==> src/design/svpwm_pkg.sv <==
// ----------------------------------------------------------------------------
// Space vector PWM duty unit package
// Shared constants, widths and the item type that crosses the queue between
// the sector front end and the division back end.
// ----------------------------------------------------------------------------
package svpwm_pkg;

    localparam int INPUT_FRAC_BITS_DEF = 14;

    localparam logic signed [31:0] SQRT3_HALF_Q30 = 32'sd929887697;

    localparam logic [15:0] DUTY_ONE  = 16'd32768;
    localparam logic [15:0] DUTY_HALF = 16'd16384;
    localparam logic [15:0] DUTY_ZERO = 16'd0;

    localparam int SIG_W     = 48;
    localparam int XY_W      = 47;
    localparam int SUM_W     = 48;
    localparam int DIV_STEPS = 16;
    localparam int NUM_W     = SUM_W + DIV_STEPS;
    localparam int Q_DEPTH   = 4;

    localparam logic [1:0] PH_U = 2'd0;
    localparam logic [1:0] PH_V = 2'd1;
    localparam logic [1:0] PH_W = 2'd2;

    typedef struct packed {
        logic [2:0]       code;
        logic             over;
        logic [1:0]       idx_mid;
        logic [2:0][15:0] duty;
        logic [NUM_W-1:0] num;
        logic [SUM_W-1:0] den;
    } t_q_item;

endpackage

==> src/design/svpwm_queue.sv <==
// ----------------------------------------------------------------------------
// Space vector PWM item queue
// Short register queue that decouples the front end from the back end.
// ----------------------------------------------------------------------------
module svpwm_queue (
    input  logic                 i_clk,
    input  logic                 i_rst_n,
    input  logic                 i_push,
    input  svpwm_pkg::t_q_item   i_item,
    input  logic                 i_pop,
    output logic                 o_full,
    output logic                 o_empty,
    output svpwm_pkg::t_q_item   o_head
);
    import svpwm_pkg::*;

    localparam int QAW = $clog2(Q_DEPTH);

    t_q_item        r_mem [Q_DEPTH];
    logic [QAW-1:0] r_wp;
    logic [QAW-1:0] r_rp;
    logic [QAW:0]   r_cnt;

    assign o_full  = (r_cnt == (QAW + 1)'(Q_DEPTH));
    assign o_empty = (r_cnt == '0);
    assign o_head  = r_mem[r_rp];

    always_ff @(posedge i_clk) begin
        if (!i_rst_n) begin
            r_wp  <= '0;
            r_rp  <= '0;
            r_cnt <= '0;
        end else begin
            if (i_push) begin
                r_wp <= r_wp + 1'b1;
            end
            if (i_pop) begin
                r_rp <= r_rp + 1'b1;
            end
            case ({i_push, i_pop})
                2'b10:   r_cnt <= r_cnt + 1'b1;
                2'b01:   r_cnt <= r_cnt - 1'b1;
                default: r_cnt <= r_cnt;
            endcase
        end
    end

    always_ff @(posedge i_clk) begin
        if (i_push) begin
            r_mem[r_wp] <= i_item;
        end
    end

endmodule

==> config.mk <==
export PLATFORM = sky130hd
export DESIGN_NAME = svpwm_queue
export DESIGN_NICKNAME = d
export VERILOG_FILES = /design/src/design/svpwm_pkg.sv /design/src/design/svpwm_queue.sv
export SDC_FILE = /design/constraint.sdc
export NUM_CORES = 1
export LEC_CHECK = 0
export BUFFER_PORTS_ARGS = -buffer_cell sky130_fd_sc_hd__buf_4
export CAP_MARGIN = 30
export CELL_PAD_IN_SITES_DETAIL_PLACEMENT = 0
export CELL_PAD_IN_SITES_GLOBAL_PLACEMENT = 1
export CORE_UTILIZATION = 40
export CTS_CLUSTER_DIAMETER = 40
export DETAILED_ROUTE_END_ITERATION = 6
export GPL_ROUTABILITY_DRIVEN = 1
export PLACE_DENSITY = 0.71
export SYNTH_ARGS = -nofsm -noshare
export SYNTH_HDL_FRONTEND = slang
export SYNTH_SLANG_ARGS = --single-unit
export TNS_END_PERCENT = 30
==> constraint.sdc <==
create_clock -name i_clk -period 6 [get_ports i_clk]
set_input_delay 0.9 -clock i_clk [delete_from_list [all_inputs] [get_ports i_clk]]
set_output_delay 0.9 -clock i_clk [all_outputs]
set_load 0.005 [all_outputs]
==> flow_summary.yaml <==
status:
  status: "completed"
yosys:
  postSynthCellCount: 913
  syn-cell-area_um2: 24400
  ys_seq_elements: 673
  synth.most_common_cell: "edfxtp_1"
  avgSynthCellArea_um2: 26.8
  ys_warn_count: 0
  yosysSeqAreaShare: 0.824
  yosys.area.top_type: "edfxtp_1"
  yosys_most_used_dff: "edfxtp_1"
  ys_types: 23
  synth_area_leaders: "edfxtp_1 82%, mux4_2 15%, dfxtp_1 0.74%, buf_6 0.74%, buf_2 0.31%"
  synth_fp_nets: 1089
  synth_top_cell_area_share: 0.816
  async_flop_share: 0
  synth_edf_count: 664
  synth_common_cells: "664 x edfxtp_1, 166 x mux4_2, 16 x buf_6"
global_routing:
  grt_first_pass_wirelength_um: 72000
  grt_usage: 0.156
  grt_start_max_net_pins: 84
  grt_pass1_vias: 11700
  grt_remaining_overflow: 0
  antenna_found_initial: 5
die:
  row_count: 90
  initial_core_util: 0.405
  die-area_um2: 62100
  ioPinCount: 338
  coreArea_um2: 60400
  die_y_um: 249
  die_x_um: 249
timing:
  tightest_slew_ns: 0.882
  fmax_mhz: 271
  slew_headroom: 0.412
  setup_viol: 0
  finalWorstSetupSlack_ns: 2.31
  drv_slew: 0
  fin_tns_setup_ns: 0
  hold_slack_ns: 0.482
  period_needed_ns: 3.69
  rsz0062_at_grt: "false"
  fin_skew_ns: 0.0162
  fin_crit_sh: 0.615
  hold_viol_final: 0
setup_path:
  required_ns: 5.10
  cp-start-kind: "flop"
  worst-path-max-fanout: 52
  end_kind: "primary output"
  crit_arrival_ns: 2.79
  crit_type: "reg2out"
detailed_routing:
  drt.antenna.violating_nets: 0
  wl_um: 48300
  drt_iter0_markers: 505
  first_pass_iters: 5
  drt_drc_violations_left: 0
  top_layer: "met5"
  routed_via_density: 5.02
  wl_met1_um: 19900
  vias: 10900
  wl_per_cell_um: 22.2
  wl_met2_um: 23800
  routed-wl-met3_um: 3490
power:
  p_leak_uw: 0.0105
  powerDensity_nw_per_um2: 388
  total_power_uw: 12000
  ir_drop_v: 0.000273
clock_network:
  clock-sinks: 673
  clkTransAtPathRegs_ns: 0.06
  numCtsBuffers: 93
  cts.path.max_buffers: 3
  cts.htree.levels: 3
  cts_repair_resize_count: 0
  cts_tree: "yes"
  hold_buffers: 0
  insertion_delay_ns: 0.62
  cts_setup_buffers: 0
  clockRootBuffer: "clkbuf_16"
placed_design:
  dp_hpwl_um: 27500
  place_congestion: 0.707
  io_buffer_count: 337
  post-place-ws_ns: 2.89
min_path:
  min_path_type: "in2reg"
finish:
  syn_to_final_growth_pct: 27.1
  final_nets: 1496
  drive_gt1_frac: 0.482
flow_run:
  cap_violations: 0
-- routing by layer --
metal / GRT usage / up-vias
li1: - / 4811
met1: 0.201 / 5697
met5: 0 / -
met3: 0.0575 / 88
met4: 0.0515 / 8
met2: 0.247 / 326
-- cells in the final DEF (no fill, tap or decap) --
| master | count |
|---|---|
| xor2_1 | 3 |
| and3_1 | 1 |
| and2_4 | 4 |
| fa_1 | 1 |
| buf_4 | 342 |
| clkinv_2 | 12 |
| clkbuf_1 | 8 |
| clkinv_1 | 11 |
| clkinv_4 | 7 |
| diode_2 | 2 |
| ha_1 | 5 |
| buf_12 | 7 |
| o21ai_0 | 2 |
| dfxtp_4 | 2 |
| mux2i_1 | 1 |
| inv_6 | 9 |
| mux4_2 | 166 |
| and2_1 | 6 |
| dfxtp_1 | 7 |
| inv_1 | 6 |
| or3_1 | 1 |
| clkbuf_16 | 94 |
| clkinv_8 | 1 |
| bufinv_16 | 15 |
| nor3_1 | 1 |
| inv_16 | 1 |
| inv_8 | 2 |
| xnor2_1 | 2 |
| nand2_1 | 2 |
| a21boi_0 | 1 |
| nor2b_1 | 1 |
| edfxtp_1 | 664 |
| clkinvlp_4 | 10 |
-- power by group --
part / switching [uW] / internal (uW) / total, uW / leakage, uW
clock: 2010 / 3540 / 5550 / 0.00154
sequential: 57.0 / 5410 / 5470 / 0.00617
combinational: 475 / 550 / 1020 / 0.00275
total: 2540 / 9500 / 12000 / 0.0105
-- state kept, by name, indices dropped and copies added, names as in the netlist, named ones only --
signal  count
r_cnt       3
r_rp        2
r_wp        2
r_mem     664
-- final timing paths --
check                  start      endpoint  slack, ns  cells past startpoint
setup / recovery        flop    o_head[86]       2.31                      3
hold reg to reg     r_cnt[2]      r_cnt[2]       0.51                      2
hold / removal    i_item[63]  r_mem[1][63]       0.48                      1
setup reg to reg     r_wp[0]   r_mem[2][3]       3.62                      4
-- through the flow --
stage | area, um2 | cells | util
final | 31000 | 2179 | 0.514
after global routing | 31000 | 2178 | 0.514
after CTS | 31000 | 2177 | 0.514
after detailed placement | 27800 | 2007 | 0.461
after global placement | 27800 | 2007 | 0.461
after floorplan | 24400 | 913 | -
-- worst max-delay path, cell delays in order (launching register included) --
cell and delay, ns:
dfxtp_4 0.74, buf_4 0.74, mux4_2 0.44, buf_4 0.16
-- cell type report --
cell class / instances / area, um2
antenna: 2 / 5.00
tap: 782 / 978
timing repair buffer: 349 / 2710
sequential: 673 / 20100
inverter: 6 / 22.5
multi-input combinational: 197 / 4000
clock inverter: 68 / 826
fill: 4738 / 29300
clock buffer: 102 / 2380
-- logic make-up (layout without fill, tap and decap cells) --
group                    after synthesis  count (layout)  synth area share
XOR/XNOR                               5               5           0.00179
buffers and inverters                 43             525            0.0131
AO/OA/AOI/OAI                          3               3          0.000717
multiplexers                         167             167             0.153
adder cells (fa/ha/maj)                6               6           0.00338
flip-flops                           673             673             0.824
other                                  0               2                 0
AND/OR/NAND/NOR                       16              16           0.00384
(Power assumes the default switching activity.)
