## src/design/svpwm_pkg.sv

```systemverilog
// ----------------------------------------------------------------------------
// Space vector PWM duty unit package
// Shared constants, widths and the item type that crosses the queue between
// the sector front end and the division back end.
// ----------------------------------------------------------------------------
package svpwm_pkg;

    localparam int INPUT_FRAC_BITS_DEF = 14;

    localparam logic signed [31:0] SQRT3_HALF_Q30 = 32'sd929887697;

    localparam logic [15:0] DUTY_ONE  = 16'd32768;
    localparam logic [15:0] DUTY_HALF = 16'd16384;
    localparam logic [15:0] DUTY_ZERO = 16'd0;

    localparam int SIG_W     = 48;
    localparam int XY_W      = 47;
    localparam int SUM_W     = 48;
    localparam int DIV_STEPS = 16;
    localparam int NUM_W     = SUM_W + DIV_STEPS;
    localparam int Q_DEPTH   = 4;

    localparam logic [1:0] PH_U = 2'd0;
    localparam logic [1:0] PH_V = 2'd1;
    localparam logic [1:0] PH_W = 2'd2;

    typedef struct packed {
        logic [2:0]       code;
        logic             over;
        logic [1:0]       idx_mid;
        logic [2:0][15:0] duty;
        logic [NUM_W-1:0] num;
        logic [SUM_W-1:0] den;
    } t_q_item;

endpackage

```

## src/design/svpwm_front.sv

```systemverilog
// ----------------------------------------------------------------------------
// Space vector PWM front end
// Forms the sector signals, the sector code and the two dwell times, and
// prepares the phase duties and the divider operands of one item.
// ----------------------------------------------------------------------------
module svpwm_front #(
    parameter int INPUT_FRAC_BITS = svpwm_pkg::INPUT_FRAC_BITS_DEF
) (
    input  logic                 i_clk,
    input  logic                 i_rst_n,
    input  logic                 i_valid,
    output logic                 o_stall,
    input  logic signed [15:0]   i_alpha_voltage,
    input  logic signed [15:0]   i_beta_voltage,
    output logic                 o_push,
    input  logic                 i_full,
    output svpwm_pkg::t_q_item   o_item
);
    import svpwm_pkg::*;

    localparam int VW = (INPUT_FRAC_BITS + 32 > SUM_W + 1) ? INPUT_FRAC_BITS + 32 : SUM_W + 1;
    localparam logic [VW-1:0] PERIOD   = VW'(1) << (INPUT_FRAC_BITS + 30);
    localparam logic [VW-1:0] HALF_LSB = VW'(1) << (INPUT_FRAC_BITS + 15);

    localparam logic [1:0] SEL_S1 = 2'd0;
    localparam logic [1:0] SEL_S2 = 2'd1;
    localparam logic [1:0] SEL_S3 = 2'd2;

    typedef struct packed {
        logic       ok;
        logic [1:0] x_sel;
        logic       x_neg;
        logic [1:0] y_sel;
        logic       y_neg;
        logic [1:0] idx_big;
        logic [1:0] idx_mid;
        logic [1:0] idx_low;
    } t_sector;

    function automatic t_sector sector_lookup(input logic [2:0] code);
        t_sector m;
        m = '0;
        case (code)
            3'd5: m = '{1'b1, SEL_S3, 1'b0, SEL_S1, 1'b0, PH_U, PH_V, PH_W};
            3'd1: m = '{1'b1, SEL_S3, 1'b1, SEL_S2, 1'b1, PH_V, PH_U, PH_W};
            3'd3: m = '{1'b1, SEL_S1, 1'b0, SEL_S2, 1'b0, PH_V, PH_W, PH_U};
            3'd2: m = '{1'b1, SEL_S1, 1'b1, SEL_S3, 1'b1, PH_W, PH_V, PH_U};
            3'd6: m = '{1'b1, SEL_S2, 1'b0, SEL_S3, 1'b0, PH_W, PH_U, PH_V};
            3'd4: m = '{1'b1, SEL_S2, 1'b1, SEL_S1, 1'b1, PH_U, PH_W, PH_V};
            default: m = '0;
        endcase
        return m;
    endfunction

    function automatic logic [XY_W-1:0] pick_time(
        input logic signed [SIG_W-1:0] s1,
        input logic signed [SIG_W-1:0] s2,
        input logic signed [SIG_W-1:0] s3,
        input logic [1:0]              sel,
        input logic                    neg
    );
        logic signed [SIG_W-1:0] v;
        v = s1;
        case (sel)
            SEL_S1:  v = s1;
            SEL_S2:  v = s2;
            SEL_S3:  v = s3;
            default: v = s1;
        endcase
        if (neg) begin
            v = -v;
        end
        return v[SIG_W-1] ? '0 : v[XY_W-1:0];
    endfunction

    function automatic logic [15:0] to_duty(input logic [VW-1:0] v);
        logic [VW-1:0] sh;
        sh = v >> (INPUT_FRAC_BITS + 16);
        return (sh > VW'(DUTY_ONE)) ? DUTY_ONE : sh[15:0];
    endfunction

    logic                    front_en;

    logic                    r1_v;
    logic signed [SIG_W-1:0] r1_ka;
    logic signed [15:0]      r1_b;

    logic                    r2_v;
    logic signed [SIG_W-1:0] r2_s1;
    logic signed [SIG_W-1:0] r2_s2;
    logic signed [SIG_W-1:0] r2_s3;
    logic [2:0]              r2_code;

    logic                    r3_v;
    logic [2:0]              r3_code;
    t_sector                 r3_map;
    logic [XY_W-1:0]         r3_x;
    logic [XY_W-1:0]         r3_y;
    logic [SUM_W-1:0]        r3_sum;

    logic signed [SIG_W-1:0] n_s1;
    logic signed [SIG_W-1:0] n_s2;
    logic signed [SIG_W-1:0] n_s3;
    logic signed [SIG_W-1:0] hb;
    logic [2:0]              n_code;
    t_sector                 n_map;
    logic [XY_W-1:0]         n_x;
    logic [XY_W-1:0]         n_y;

    logic [VW-1:0]           sum_ext;
    logic [VW-1:0]           v_big;
    logic [VW-1:0]           v_mid;
    logic [VW-1:0]           v_low;
    logic                    over;

    assign front_en = !r3_v || !i_full;
    assign o_stall  = !front_en;
    assign o_push   = r3_v && !i_full;

    always_comb begin
        hb     = SIG_W'(r1_b) <<< 29;
        n_s1   = SIG_W'(r1_b) <<< 30;
        n_s2   = -r1_ka - hb;
        n_s3   = r1_ka - hb;
        n_code = {!n_s3[SIG_W-1] && (n_s3 != '0),
                  !n_s2[SIG_W-1] && (n_s2 != '0),
                  !n_s1[SIG_W-1] && (n_s1 != '0)};
    end

    always_comb begin
        n_map = sector_lookup(r2_code);
        n_x   = pick_time(r2_s1, r2_s2, r2_s3, n_map.x_sel, n_map.x_neg);
        n_y   = pick_time(r2_s1, r2_s2, r2_s3, n_map.y_sel, n_map.y_neg);
    end

    always_comb begin
        sum_ext = VW'(r3_sum);
        v_big   = PERIOD + sum_ext + HALF_LSB;
        v_mid   = PERIOD - VW'(r3_x) + VW'(r3_y) + HALF_LSB;
        v_low   = PERIOD - sum_ext + HALF_LSB;
        over    = r3_map.ok && (sum_ext > PERIOD);

        o_item         = '0;
        o_item.code    = r3_code;
        o_item.over    = over;
        o_item.idx_mid = r3_map.idx_mid;
        o_item.num     = (NUM_W'(r3_y) << 15) + NUM_W'(r3_sum >> 1);
        o_item.den     = r3_sum;
        if (!r3_map.ok) begin
            o_item.duty = {DUTY_HALF, DUTY_HALF, DUTY_HALF};
        end else if (over) begin
            o_item.duty[r3_map.idx_big] = DUTY_ONE;
            o_item.duty[r3_map.idx_mid] = DUTY_ZERO;
            o_item.duty[r3_map.idx_low] = DUTY_ZERO;
        end else begin
            o_item.duty[r3_map.idx_big] = to_duty(v_big);
            o_item.duty[r3_map.idx_mid] = to_duty(v_mid);
            o_item.duty[r3_map.idx_low] = to_duty(v_low);
        end
    end

    always_ff @(posedge i_clk) begin
        if (!i_rst_n) begin
            r1_v <= 1'b0;
            r2_v <= 1'b0;
            r3_v <= 1'b0;
        end else if (front_en) begin
            r1_v <= i_valid;
            r2_v <= r1_v;
            r3_v <= r2_v;
        end
    end

    always_ff @(posedge i_clk) begin
        if (front_en) begin
            r1_ka   <= i_alpha_voltage * SQRT3_HALF_Q30;
            r1_b    <= i_beta_voltage;
            r2_s1   <= n_s1;
            r2_s2   <= n_s2;
            r2_s3   <= n_s3;
            r2_code <= n_code;
            r3_code <= r2_code;
            r3_map  <= n_map;
            r3_x    <= n_x;
            r3_y    <= n_y;
            r3_sum  <= SUM_W'(n_x) + SUM_W'(n_y);
        end
    end

endmodule

```

## config.mk

```make
export PLATFORM = sky130hd
export DESIGN_NAME = svpwm_front
export DESIGN_NICKNAME = d
export VERILOG_FILES = /design/src/design/svpwm_pkg.sv /design/src/design/svpwm_front.sv
export SDC_FILE = /design/constraint.sdc
export NUM_CORES = 2
export LEC_CHECK = 0
export ABC_AREA = 1
export BUFFER_PORTS_ARGS = -buffer_cell sky130_fd_sc_hd__buf_2
export CAP_MARGIN = 10
export CORE_MARGIN = 2
export CORE_UTILIZATION = 35
export DETAILED_ROUTE_END_ITERATION = 8
export GPL_TIMING_DRIVEN = 1
export PLACE_DENSITY = 0.54
export SYNTH_ARGS = -nofsm -noshare
export SYNTH_HDL_FRONTEND = slang
export SYNTH_SLANG_ARGS = --single-unit
```

## constraint.sdc

```tcl
create_clock -name i_clk -period 16.95 [get_ports i_clk]
set_clock_uncertainty 0.05 [all_clocks]
set_input_delay 2.5425 -clock i_clk [delete_from_list [all_inputs] [get_ports i_clk]]
set_output_delay 2.5425 -clock i_clk [all_outputs]
set_load 0.1 [all_outputs]
```

==> results.cfg <==
[global_route]
grt_use_total = 0.2436
grt_pass1_wl_mm = 225.7
grt_max_degree = 152
first_global_vias = 37960
gr-total-overflow = 0
antenna_found_initial = 0

[die]
die_w_um = 348.6
core.rowCount = 126
pin_count = 204
initial_core_util = 0.3525
dieArea_mm2 = 0.1215
die_y_um = 348.6
coreArea_mm2 = 0.1179

[clocking]
htree_num_levels = 2
clk_pin_slew_ps = 60
numCtsBuffers = 39
clk_path_buf_depth = 3
root_buffer = clkbuf_16
cts_setup_buffers = 0
ctsHoldBuffers = 0
cts_tree = yes
insertion_delay_ps = 560
cts_resized = 0
cts_sinks = 332

[routing]
drt_wl_total_mm = 149.5
wl_per_cell_um = 20.18
drt_iter0_markers = 2406
dr.pass1.iters = 5
antenna_left = 0
drc = 0
vias_per_cell = 5.047
vias = 37400

[yosys]
synth-seq-area-share = 0.2391
synth_flop_cell = edfxtp_1
synthesis.instances = 5675
ys_types = 69
ys_warn_count = 0
synth-async-reset-ratio = 0
ys_seq_elements = 332
synth_area_mm2 = 0.04157
synth_edf_count = 329
postSynthAreaPerCell_um2 = 7.325
syn_nets = 6339

[job]
cap_violations = 0

[worst_setup_path]
critPathTopFamily = simple AND/OR/NAND/NOR gates
cpMaxStageDelayCell = nor4_1
cp_num_buf_inv = 5
worstRegToRegCells = 31
reg2reg_from = r2_code[0]
path_common_cell = nand2_1
crit_fanout = 29
cpPeakStageDelay_ps = 600
worstSetupEndpointType = output port
critPathKind = reg -> out
cp_data_required_time_ps = 14360
start_kind = flop
rr_endpoint = r3_sum[46]
cp.arrival_ps = 6920
ff2ff_setup_slack_ps = 9670

[min_path]
holdCritStartpoint = r2_v
hold_depth = 2
hold_end = r2_v
hp-class = reg -> reg

[place]
port_buffers = 202
place.gp.congestion = 0.9926
hpwl_mm = 130.0

[sta]
timing.fmax_mhz = 105.1
min_period_over_period = 0.5612
worst_pin_slew_ps = 974.2
relSlewSlack = 0.3505
setup_viol = 0
fin_tns_setup_ps = 0
finalCriticalPeriod_ps = 9513
rsz0062_at_grt = false
final_max_slew_viol_count = 0
hold_viol_final = 0

[final_layout]
fillers = 12700
multi_input_area_mm2 = 0.02655
layout-drive-gt1-share = 0.07252
antenna_cells = 0
register_area_mm2 = 0.009940
nets = 6510
syn_to_final_growth_pct = 9.193

[outcome]
status = completed
## flip-flops by register name, summed over array words and instances (netlist names), 2 cells and up
signal   flops
r2_s2       48
r3_sum      48
r1_ka       47
r2_s3       47
r3_x        47
r3_y        47
r1_b        16
r2_s1       16
r3_map       5
r2_code      3
r3_code      3
o_item       2
## cells in the final DEF, fill, tap and decap left out, drive strengths merged, types with 13 or more instances in the layout
cell type,Yosys,layout
clkinv,7,17
o22ai,86,86
nand4,101,101
a21o,14,14
xnor2,68,68
ha,434,434
o21bai,18,18
xor2,222,222
clkbuf,30,43
nand2,1124,1124
a21boi,13,13
inv,1193,1202
edfxtp,329,329
fa,194,194
a31oi,48,48
o21a,23,23
nand3,242,242
o21ai,206,206
nor4,45,45
nand3b,14,14
buf,65,225
or2,35,35
a21oi,379,379
nor2,624,624
o221ai,13,13
nor3,98,98
## cells in the mapped netlist (all sizes together) (3+ instances only)
| library cell | count | area share |
|---|---|---|
| inv | 1193 | 0.11 |
| nand2 | 1124 | 0.10 |
| nor2 | 624 | 0.059 |
| ha | 434 | 0.13 |
| a21oi | 379 | 0.049 |
| edfxtp | 329 | 0.24 |
| nand3 | 242 | 0.030 |
| xor2 | 222 | 0.047 |
| o21ai | 206 | 0.025 |
| fa | 194 | 0.093 |
| nand4 | 101 | 0.015 |
| nor3 | 98 | 0.013 |
| o22ai | 86 | 0.014 |
| xnor2 | 68 | 0.014 |
| buf | 65 | 0.012 |
| a31oi | 48 | 0.0072 |
| nor4 | 45 | 0.0071 |
| or2 | 35 | 0.0053 |
| clkbuf | 30 | 0.0027 |
| o21a | 23 | 0.0042 |
| o21bai | 18 | 0.0033 |
| a21o | 14 | 0.0025 |
| nand3b | 14 | 0.0025 |
| a21boi | 13 | 0.0023 |
| o221ai | 13 | 0.0032 |
| o211ai | 8 | 0.0014 |
| o31ai | 8 | 0.0014 |
| clkinv | 7 | 0.00066 |
| nor3b | 5 | 0.00090 |
| and3 | 4 | 0.00060 |
| a221oi | 3 | 0.00063 |
| dfxtp | 3 | 0.0014 |
| o2111ai | 3 | 0.00063 |
## per-layer routing
| layer | vias to the layer above | GRT usage | part of all wire |
|---|---|---|---|
| li1 | 18680 | - | - |
| met1 | 17540 | 0.2911 | 0.41 |
| met2 | 952 | 0.4520 | 0.50 |
| met3 | 232 | 0.01780 | 0.038 |
| met4 | 0 | 0.09342 | 0.043 |
| met5 | - | 0 | 0 |
## final cells by class
class	instances	area share
Multi-Input combinational cell	4048	0.5849
Clock buffer	43	0.02183
Inverter	1200	0.09943
Clock inverter	26	0.005320
Timing Repair Buffer	225	0.02724
Sequential cell	332	0.2190
Tap cell	1536	0.04234
## worst min-delay path, stage by stage, from the launching register on
cell and delay, ps:
dfxtp_1 290, inv_1 60, a21oi_1 50
## metrics by stage
stage / instances / worst slack, ps / instance area [um^2] / util / hold WS, ps
after global routing: 7410 / 6733 / 45390 / 0.3849 / 434.4
after detailed placement: 7339 / 7511 / 44100 / 0.3740 / 391.6
after floorplan: 5675 / 1363 / 41570 / - / 373.6
after CTS: 7408 / 6886 / 45330 / 0.3844 / 403.6
final: 7410 / 7437 / 45390 / 0.3849 / 398.3
after global placement: 7339 / 7595 / 44100 / 0.3740 / 387.7
## cells by family after synthesis
family	synth area share
and+or+nand+nor	0.2357
buffers and inverters	0.1232
AOI/OAI and AO/OA	0.1167
adders and majority gates	0.2241
DFF	0.2391
xor gates and xnor gates	0.06110
other	0.00009022
## worst max path at each step
stage	end	startpoint	depth (start not counted)
after global routing	o_item[126]	r3_x[0]	33
after global placement	o_item[122]	r3_x[0]	29
final	o_item[144]	r3_x[0]	31
after floorplan	o_stall	i_full	2
after detailed placement	o_item[144]	r3_x[0]	29
after CTS	o_item[144]	r3_x[0]	29
Power is not shown: default switching activity piles up to over one toggle a cycle in this logic, so the estimate is an artifact.
